`src/rhd_pkg.sv`:
```
`timescale 1ns / 1ps

package rhd_pkg;

   localparam int MAX_CELLS = 32;
   localparam int LIMIT     = (MAX_CELLS < 32) ? MAX_CELLS : 32;
   localparam int ADDR_W    = $clog2(MAX_CELLS);
   localparam int CNT_W     = $clog2(LIMIT + 1);
   localparam int IDX_W     = 5;
   localparam int LEN_W     = 6;
   localparam int TEMP_W    = 24;
   localparam int K_W       = 16;
   // right + left - 2*mid needs two bits of growth plus sign margin
   localparam int DIFF_W    = TEMP_W + 3;
   localparam int PROD_W    = DIFF_W + K_W + 1;
   localparam int SH_W      = PROD_W - K_W;
   localparam int SUM_W     = SH_W + 1;

   localparam logic signed [TEMP_W-1:0] TEMP_MAX = 24'sh7FFFFF;
   localparam logic signed [TEMP_W-1:0] TEMP_MIN = 24'sh800000;

   localparam logic CMD_LOAD = 1'b0;
   localparam logic CMD_TICK = 1'b1;

   typedef enum logic [1:0] {
      SEQ_IDLE,
      SEQ_SWEEP,
      SEQ_DRAIN
   } seq_state_type;

   typedef struct packed {
      logic [TEMP_W-1:0] temp;
      logic [K_W-1:0]    cond;
      logic              fixed;
   } cell_type;

   typedef struct packed {
      logic              en;
      logic              full;   // load: write k and held flag too
      logic [ADDR_W-1:0] addr;
      cell_type          entry;
   } mem_wr_type;

   typedef struct packed {
      logic             advance;
      logic             tok_valid;
      logic [CNT_W-1:0] step;
      logic [CNT_W-1:0] len;
   } stn_ctl_type;

   typedef struct packed {
      logic              valid;
      logic              busy;
      logic [CNT_W-1:0]  idx;
      logic [TEMP_W-1:0] temp;
      logic              last;
   } stn_res_type;

endpackage

```
`src/rhd_cell_mem.sv`:
```
`timescale 1ns / 1ps

module rhd_cell_mem (
   input  logic                          clock,
   input  logic                          reset,
   input  rhd_pkg::mem_wr_type           wr,
   input  logic                          rd_en,
   input  logic [rhd_pkg::ADDR_W-1:0]    rd_addr,
   output rhd_pkg::cell_type             rd_cell
);

   logic [rhd_pkg::TEMP_W-1:0] temp_mem [rhd_pkg::MAX_CELLS];
   logic [rhd_pkg::K_W-1:0]    cond_mem [rhd_pkg::MAX_CELLS];
   logic [rhd_pkg::MAX_CELLS-1:0] fixed_ff;
   rhd_pkg::cell_type             rd_cell_ff;

   always_ff @(posedge clock) begin
      if (wr.en) begin
         temp_mem[wr.addr] <= wr.entry.temp;
         if (wr.full) begin
            cond_mem[wr.addr] <= wr.entry.cond;
         end
      end
   end

   always_ff @(posedge clock) begin
      if (reset) begin
         fixed_ff <= '0;
      end else if (wr.en && wr.full) begin
         fixed_ff[wr.addr] <= wr.entry.fixed;
      end
   end

   always_ff @(posedge clock) begin
      if (rd_en) begin
         rd_cell_ff.temp  <= temp_mem[rd_addr];
         rd_cell_ff.cond  <= cond_mem[rd_addr];
         rd_cell_ff.fixed <= fixed_ff[rd_addr];
      end
   end

   assign rd_cell = rd_cell_ff;

endmodule

```
`src/rhd_stencil.sv`:
```
`timescale 1ns / 1ps

module rhd_stencil (
   input  logic                  clock,
   input  logic                  reset,
   input  rhd_pkg::stn_ctl_type  ctl,
   input  rhd_pkg::cell_type     rd_cell,
   output rhd_pkg::stn_res_type  res
);

   // window: left and middle cells; the freshly read cell is the right one
   logic signed [rhd_pkg::TEMP_W-1:0] lft_t_ff, mid_t_ff;
   logic [rhd_pkg::K_W-1:0]           mid_k_ff;
   logic                              mid_fix_ff;

   logic                              b_v_ff;
   logic [rhd_pkg::CNT_W-1:0]         b_idx_ff;
   logic signed [rhd_pkg::TEMP_W-1:0] b_t_ff;
   logic [rhd_pkg::K_W-1:0]           b_k_ff;
   logic                              b_fix_ff;
   logic                              b_last_ff;
   logic signed [rhd_pkg::DIFF_W-1:0] b_diff_ff;

   logic                              c_v_ff;
   logic [rhd_pkg::CNT_W-1:0]         c_idx_ff;
   logic signed [rhd_pkg::TEMP_W-1:0] c_t_ff;
   logic                              c_fix_ff;
   logic                              c_last_ff;
   logic signed [rhd_pkg::PROD_W-1:0] c_prod_ff;

   logic signed [rhd_pkg::DIFF_W-1:0] rgt_x, mid_x, lft_x, diff_in;
   logic signed [rhd_pkg::SH_W-1:0]   delta;
   logic signed [rhd_pkg::SUM_W-1:0]  sum;
   logic signed [rhd_pkg::TEMP_W-1:0] new_t;
   logic                              is_data, is_first, is_last;

   assign is_data  = ctl.step != ctl.len;
   assign is_first = ctl.step == rhd_pkg::CNT_W'(1);
   assign is_last  = ctl.step == ctl.len;

   always_comb begin
      rgt_x = rhd_pkg::DIFF_W'($signed(rd_cell.temp));
      mid_x = rhd_pkg::DIFF_W'(mid_t_ff);
      lft_x = rhd_pkg::DIFF_W'(lft_t_ff);
      if (is_first) begin
         diff_in = rgt_x - mid_x;
      end else if (is_last) begin
         diff_in = lft_x - mid_x;
      end else begin
         diff_in = rgt_x + lft_x - (mid_x <<< 1);
      end
   end

   always_ff @(posedge clock) begin
      if (reset) begin
         b_v_ff <= 1'b0;
         c_v_ff <= 1'b0;
      end else if (ctl.advance) begin
         b_v_ff <= ctl.tok_valid && (ctl.step != '0);
         c_v_ff <= b_v_ff;
      end
   end

   always_ff @(posedge clock) begin
      if (ctl.advance) begin
         if (ctl.tok_valid && is_data) begin
            lft_t_ff   <= mid_t_ff;
            mid_t_ff   <= $signed(rd_cell.temp);
            mid_k_ff   <= rd_cell.cond;
            mid_fix_ff <= rd_cell.fixed;
         end
         b_idx_ff  <= ctl.step - rhd_pkg::CNT_W'(1);
         b_t_ff    <= mid_t_ff;
         b_k_ff    <= mid_k_ff;
         b_fix_ff  <= mid_fix_ff;
         b_last_ff <= is_last;
         b_diff_ff <= diff_in;
         c_idx_ff  <= b_idx_ff;
         c_t_ff    <= b_t_ff;
         c_fix_ff  <= b_fix_ff;
         c_last_ff <= b_last_ff;
         c_prod_ff <= rhd_pkg::PROD_W'(b_diff_ff * $signed({1'b0, b_k_ff}));
      end
   end

   // arithmetic shift by 16 floors the product back to Q16.8
   always_comb begin
      delta = c_prod_ff[rhd_pkg::PROD_W-1:rhd_pkg::K_W];
      sum   = rhd_pkg::SUM_W'(c_t_ff) + rhd_pkg::SUM_W'(delta);
      if (c_fix_ff) begin
         new_t = c_t_ff;
      end else if (sum > rhd_pkg::SUM_W'(rhd_pkg::TEMP_MAX)) begin
         new_t = rhd_pkg::TEMP_MAX;
      end else if (sum < rhd_pkg::SUM_W'(rhd_pkg::TEMP_MIN)) begin
         new_t = rhd_pkg::TEMP_MIN;
      end else begin
         new_t = sum[rhd_pkg::TEMP_W-1:0];
      end
   end

   assign res.valid = c_v_ff;
   assign res.busy  = b_v_ff || c_v_ff;
   assign res.idx   = c_idx_ff;
   assign res.temp  = new_t;
   assign res.last  = c_last_ff;

endmodule

```
`src/rod_heat_diffusion_step_unit.sv`:
```
`timescale 1ns / 1ps

// Rod heat-diffusion step unit. A load request writes one cell (temperature,
// k, held flag). A tick request sweeps the cell memory, one read per cycle
// unless rsp_stall holds it, through its single read port, and streams the new
// temperature of cells 0..rod_length-1 in order, last set on the final one.
// The sweep issues rod_length reads plus one flush step for the end cell;
// each result then passes the stencil, multiply and saturate steps and the
// response register. rsp_stall freezes the whole sweep. New values are
// written back behind the read front, so later cells still see old
// neighbors. Requests are stalled until the sweep has drained.
// rod_length is clamped to 2..32 on write.

module rod_heat_diffusion_step_unit (
   input  logic                        clock,
   input  logic                        reset,
   input  logic                        req_valid,
   output logic                        req_stall,
   input  logic                        req_cmd,
   input  logic [4:0]                  req_cell_index,
   input  logic signed [23:0]          req_temperature,
   input  logic [15:0]                 req_conductance,
   input  logic                        req_held,
   output logic                        rsp_valid,
   input  logic                        rsp_stall,
   output logic [4:0]                  rsp_out_index,
   output logic signed [23:0]          rsp_out_temperature,
   output logic                        rsp_last,
   input  logic                        csr_wr_en,
   input  logic [5:0]                  csr_wr_data
);

   rhd_pkg::seq_state_type          state_ff, state_in;
   logic [rhd_pkg::CNT_W-1:0]       len_ff, len_in;
   logic [rhd_pkg::CNT_W-1:0]       step_ff;
   logic                            tok_valid_ff;
   logic [rhd_pkg::CNT_W-1:0]       tok_step_ff;
   logic                            rsp_valid_ff;
   logic [rhd_pkg::IDX_W-1:0]       out_index_ff;
   logic signed [rhd_pkg::TEMP_W-1:0] out_temp_ff;
   logic                            out_last_ff;

   logic                            advance, accept, issue, rd_en, load_wr;
   rhd_pkg::mem_wr_type             mem_wr;
   rhd_pkg::cell_type               rd_cell;
   rhd_pkg::stn_ctl_type            stn_ctl;
   rhd_pkg::stn_res_type            stn_res;

   assign advance = !rsp_valid_ff || !rsp_stall;
   assign accept  = req_valid && !req_stall;
   assign load_wr = accept && (req_cmd == rhd_pkg::CMD_LOAD)
                    && (32'(req_cell_index) < rhd_pkg::MAX_CELLS);
   assign rd_en   = advance && issue && (step_ff != len_ff);

   always_comb begin
      state_in = state_ff;
      unique case (state_ff)
         rhd_pkg::SEQ_IDLE: begin
            if (accept && (req_cmd == rhd_pkg::CMD_TICK)) begin
               state_in = rhd_pkg::SEQ_SWEEP;
            end
         end
         rhd_pkg::SEQ_SWEEP: begin
            if (advance && (step_ff == len_ff)) begin
               state_in = rhd_pkg::SEQ_DRAIN;
            end
         end
         rhd_pkg::SEQ_DRAIN: begin
            if (!tok_valid_ff && !stn_res.busy) begin
               state_in = rhd_pkg::SEQ_IDLE;
            end
         end
         default: state_in = rhd_pkg::SEQ_IDLE;
      endcase
   end

   always_comb begin
      req_stall = 1'b1;
      issue     = 1'b0;
      unique case (state_ff)
         rhd_pkg::SEQ_IDLE:  req_stall = 1'b0;
         rhd_pkg::SEQ_SWEEP: issue     = 1'b1;
         rhd_pkg::SEQ_DRAIN: issue     = 1'b0;
         default:            req_stall = 1'b1;
      endcase
   end

   always_comb begin
      if (csr_wr_data < 6'd2) begin
         len_in = rhd_pkg::CNT_W'(2);
      end else if (32'(csr_wr_data) > rhd_pkg::LIMIT) begin
         len_in = rhd_pkg::CNT_W'(rhd_pkg::LIMIT);
      end else begin
         len_in = rhd_pkg::CNT_W'(csr_wr_data);
      end
   end

   always_ff @(posedge clock) begin
      if (reset) begin
         state_ff     <= rhd_pkg::SEQ_IDLE;
         len_ff       <= rhd_pkg::CNT_W'(2);
         step_ff      <= '0;
         tok_valid_ff <= 1'b0;
         rsp_valid_ff <= 1'b0;
      end else begin
         state_ff <= state_in;
         if (csr_wr_en) begin
            len_ff <= len_in;
         end
         if (accept) begin
            step_ff <= '0;
         end else if (advance && issue) begin
            step_ff <= step_ff + rhd_pkg::CNT_W'(1);
         end
         if (advance) begin
            tok_valid_ff <= issue;
            rsp_valid_ff <= stn_res.valid;
         end
      end
   end

   always_ff @(posedge clock) begin
      if (advance) begin
         tok_step_ff <= step_ff;
         if (stn_res.valid) begin
            out_index_ff <= rhd_pkg::IDX_W'(stn_res.idx);
            out_temp_ff  <= $signed(stn_res.temp);
            out_last_ff  <= stn_res.last;
         end
      end
   end

   always_comb begin
      if (load_wr) begin
         mem_wr.en          = 1'b1;
         mem_wr.full        = 1'b1;
         mem_wr.addr        = rhd_pkg::ADDR_W'(req_cell_index);
         mem_wr.entry.temp  = req_temperature;
         mem_wr.entry.cond  = req_conductance;
         mem_wr.entry.fixed = req_held;
      end else begin
         mem_wr.en          = advance && stn_res.valid;
         mem_wr.full        = 1'b0;
         mem_wr.addr        = rhd_pkg::ADDR_W'(stn_res.idx);
         mem_wr.entry.temp  = stn_res.temp;
         mem_wr.entry.cond  = '0;
         mem_wr.entry.fixed = 1'b0;
      end
   end

   assign stn_ctl.advance   = advance;
   assign stn_ctl.tok_valid = tok_valid_ff;
   assign stn_ctl.step      = tok_step_ff;
   assign stn_ctl.len       = len_ff;

   rhd_cell_mem u_cell_mem (
      .clock   (clock),
      .reset   (reset),
      .wr      (mem_wr),
      .rd_en   (rd_en),
      .rd_addr (rhd_pkg::ADDR_W'(step_ff)),
      .rd_cell (rd_cell)
   );

   rhd_stencil u_stencil (
      .clock   (clock),
      .reset   (reset),
      .ctl     (stn_ctl),
      .rd_cell (rd_cell),
      .res     (stn_res)
   );

   assign rsp_valid           = rsp_valid_ff;
   assign rsp_out_index       = out_index_ff;
   assign rsp_out_temperature = out_temp_ff;
   assign rsp_last            = out_last_ff;

`ifndef SYNTHESIS
   // a new request only lands on an empty pipeline
   a_accept_empty: assert property (@(posedge clock) disable iff (reset)
      req_valid && !req_stall |-> !tok_valid_ff && !stn_res.busy)
      else $error("request accepted with sweep in flight");

   // last marks the final cell of the run
   a_last_index: assert property (@(posedge clock) disable iff (reset)
      rsp_valid && rsp_last |-> rhd_pkg::CNT_W'(rsp_out_index) == len_ff - rhd_pkg::CNT_W'(1))
      else $error("last on wrong cell");

   // load writes never collide with write-back
   a_wr_exclusive: assert property (@(posedge clock) disable iff (reset)
      load_wr |-> !stn_res.valid)
      else $error("load and write-back in same cycle");
`endif

endmodule
```
`config.mk`:
```
export PLATFORM = sky130hd
export DESIGN_NAME = rod_heat_diffusion_step_unit
export DESIGN_NICKNAME = d
export VERILOG_FILES = /design/src/rhd_pkg.sv /design/src/rhd_cell_mem.sv /design/src/rhd_stencil.sv /design/src/rod_heat_diffusion_step_unit.sv
export SDC_FILE = /design/constraint.sdc
export NUM_CORES = 2
export LEC_CHECK = 0
export ABC_AREA = 1
export BUFFER_PORTS_ARGS = -buffer_cell sky130_fd_sc_hd__clkbuf_2
export CAP_MARGIN = 5
export CORE_UTILIZATION = 47
export DETAILED_ROUTE_END_ITERATION = 6
export PLACE_DENSITY = 0.68
export RECOVER_POWER = 25
export SYNTH_ARGS = -nofsm -noshare
export SYNTH_HDL_FRONTEND = slang
export SYNTH_SLANG_ARGS = --single-unit
```
`constraint.sdc`:
```
create_clock -name clock -period 7.5 [get_ports clock]
set_input_delay 0.375 -clock clock [delete_from_list [all_inputs] [get_ports clock]]
set_output_delay 0.375 -clock clock [all_outputs]
set_load 0.03 [all_outputs]
```
==> flow_summary.toml <==
[timing]
slew-limit-headroom_pct = -162
final_max_slew_viol_count = 677
post-route-min-period_ns = 6.82
worst_pin_slew_ns = 3.93
setup_viol = 0
hold_viol = 0
final.setup_skew_ns = 0.0747
max_freq_mhz = 147
rsz0062_at_grt = "no"
fin_setup_tns_ns = 0
final.period_utilization_pct = 90.9

[logic_synthesis]
synth_fa_ha_area_share_pct = 13.4
seq_area_frac_synth_pct = 56.6
synth_cell_types = 58
synth_warnings = 0
synth_nets = 8407
synth_compound_area_share_pct = 10.4
synth_simple_gate_area_share_pct = 12.1
syn-cell-area_um2 = 84200
synth_commonest_cells = "edfxtp_1 (1554), nand2_1 (1103), inv_1 (1022)"
synthTopCellsByArea = "edfxtp_1 (55%), fa_1 (10%), nand2_1 (4.9%)"
yosys.area.top_type = "edfxtp_1"
synthXorXnorAreaFrac_pct = 0.916
synthArstFlopShare_pct = 0
synth_seq_cells = 1604
synth_edf_count = 1554
yosysMostFrequentCell = "edfxtp_1"
synthMuxAreaShare_pct = 0
post_synth.cell_area_avg_um2 = 10.9
syn_inst = 7707
synth_top_area_share_pct = 55.4
yosys_most_used_dff = "edfxtp_1"
synth_top_family_by_area = "adder cells"

[clock_network]
clk_latency_ns = 0.83
numCtsBuffers = 163
clk_pin_slew_ns = 0.06
ctsResizeCount = 0
post_cts_buffers = 0
ctsHoldBuffers = 8
clk_path_buf_depth = 3
cts.root.buffer_cell = "clkbuf_16"
clock-sinks = 1604
htree_levels = 4
cts_tree = "done"

[worst_setup_path]
critPathMaxStageDelay_ns = 1.17
crit_fanout = 26
crit_path_end_kind = "flip-flop"
critPathRequiredTime_ns = 8.03
crit_chain = "nand2_1 -> fa_1 -> fa_1 -> fa_1 -> inv_1 -> fa_1 -> fa_1 -> inv_1 -> fa_1 -> inv_1 -> ha_1 -> nand2_1 -> nor2_1 -> inv_1 -> nor2_1 -> inv_1 -> nor4_2 -> a21oi_1 -> o21ai_1 -> nand4_1 -> nand2_1 -> xnor2_1"
crit_top_cell = "fa_1"
cpMaxStageDelayCell = "edfxtp_1"
critPathKind = "reg -> reg"
crit_path_start_kind = "flip-flop"
worst-endpoint-arrival_ns = 7.35

[global_route]
gr-usage-all-layers_pct = 25.9
antenna_found_initial = 11
grt_max_degree = 222
grt_pass1_vias = 56800
gr-total-overflow = 0
grt_pass1_wl_um = 352000

[place]
post-dp-hpwl_um = 151000
port-buffer-count = 89
gp_congestion = 0.940

[floorplanning]
dieHeight_um = 425
initial_core_util_pct = 47.5
ioPinCount = 90
rows = 154
dieArea_um2 = 181000
core_area_um2 = 177000
die_w_um = 425

[hold_path]
hp-class = "in -> reg"

[flow_run]
max_cap_viol_count = 12

[cells_and_area]
final_layout_size_suffix_gt1_share_pct = 7.30
area_delta_synth_final_pct = 10.0
fin_nets = 8409

[routing]
vias = 58400
viasPerCell = 5.73
ant_nets = 0
avgRoutedWirePerCell_um = 23.1
post-route-drc-count = 0
finalWirelength_um = 235000
drt-initial-drc-count = 6215
dr.pass1.iters = 6

[outcome]
status = "finished with violations"
violations = "max-capacitance violations, max-slew violations"
metrics by stage:
step	std cells	util, %	hold slack (ns)	setup slack (ns)	cell area, um2
2_1_floorplan	7707	-	0.400	0.700	84200
3_3_place_gp	9875	49.4	0.400	0.828	87400
3_5_place_dp	9875	49.4	0.405	0.720	87400
4_1_cts	10200	52.4	0.00886	0.715	92800
5_1_grt	10200	52.3	0.0312	0.235	92600
6_report	10200	52.3	0.0633	0.680	92600
routing by layer:
| metal | wire [um] | part of all wire [%] | GRT usage, % | up-vias |
|---|---|---|---|---|
| li1 | - | - | - | 26300 |
| met1 | 94400 | 40 | 34.9 | 28900 |
| met2 | 111000 | 47 | 41.7 | 2664 |
| met3 | 20300 | 8.6 | 4.39 | 497 |
| met4 | 9680 | 4.1 | 10.6 | 0 |
| met5 | 0 | 0 | 0 | - |
final timing paths:
path	from	depth (start not counted)	to	slack (ns)
hold reg to reg	u_stencil.mid_k_ff[12]	0	u_stencil.b_k_ff[12]	0.40
setup reg to reg	u_stencil.b_k_ff[3]	22	u_stencil.c_prod_ff[43]	0.68
setup / recovery	u_stencil.b_k_ff[3]	22	u_stencil.c_prod_ff[43]	0.68
hold / removal	csr_wr_data[0]	4	len_ff[4]	0.06
area by class of cell:
class,instances,area (um2)
inverters,1036,3910
clock inverters,105,983
well taps,2340,2930
multi-input cells,4656,31200
fillers,15100,84500
flip-flops and latches,1604,47700
repair buffers,248,1600
diodes,6,15.0
clock buffers,198,4290
cells by family (layout without fill, tap and decap cells):
group / count (synthesis) / after routing
adders and majority gates: 642 / 642
buffers and inverters: 1447 / 1587
and+or+nand+nor: 2396 / 2396
AOI/OAI and AO/OA: 1530 / 1530
DFF: 1604 / 1604
xor gates and xnor gates: 88 / 88
other: 0 / 6
worst max-delay path: cells and delay by family (launching register included):
family                   cells  cell delay (ns)
adder cells (fa/ha/maj)      7             3.39
flip-flops                   1             1.17
AND/OR/NAND/NOR              7             1.09
AO/OA/AOI/OAI                2             0.56
buffers and inverters        5             0.28
XOR/XNOR                     1             0.06
registers in the layout, summed over array words and instances, names as in the netlist, 2 cells and up:
| register | count |
|---|---|
| u_cell_mem.temp_mem | 768 |
| u_cell_mem.cond_mem | 512 |
| u_cell_mem.rd_cell | 41 |
| u_cell_mem.fixed_ff | 32 |
| u_stencil.c_prod_ff | 28 |
| u_stencil.b_diff_ff | 26 |
| rsp_out_temperature | 24 |
| u_stencil.b_t_ff | 24 |
| u_stencil.c_t_ff | 24 |
| u_stencil.lft_t_ff | 24 |
| u_stencil.mid_t_ff | 24 |
| u_stencil.b_k_ff | 16 |
| u_stencil.mid_k_ff | 16 |
| len_ff | 6 |
| step_ff | 6 |
| tok_step_ff | 6 |
| rsp_out_index | 5 |
| u_stencil.b_idx_ff | 5 |
| u_stencil.c_idx_ff | 5 |
| state_ff | 2 |
cells in the final DEF (no fill, tap or decap), types with 81 or more instances in the layout:
cell type  instances
nand2_1         1103
nor2_1           810
clkbuf_1          81
nand3_1          232
o22ai_1          184
buf_4            126
a21oi_1          242
fa_1             434
clkbuf_16        165
inv_1           1020
o21ai_0          820
ha_1             208
edfxtp_1        1554
o221ai_1         142
Power is not shown: default switching activity piles up to over one toggle a cycle in this logic, so the estimate is an artifact.
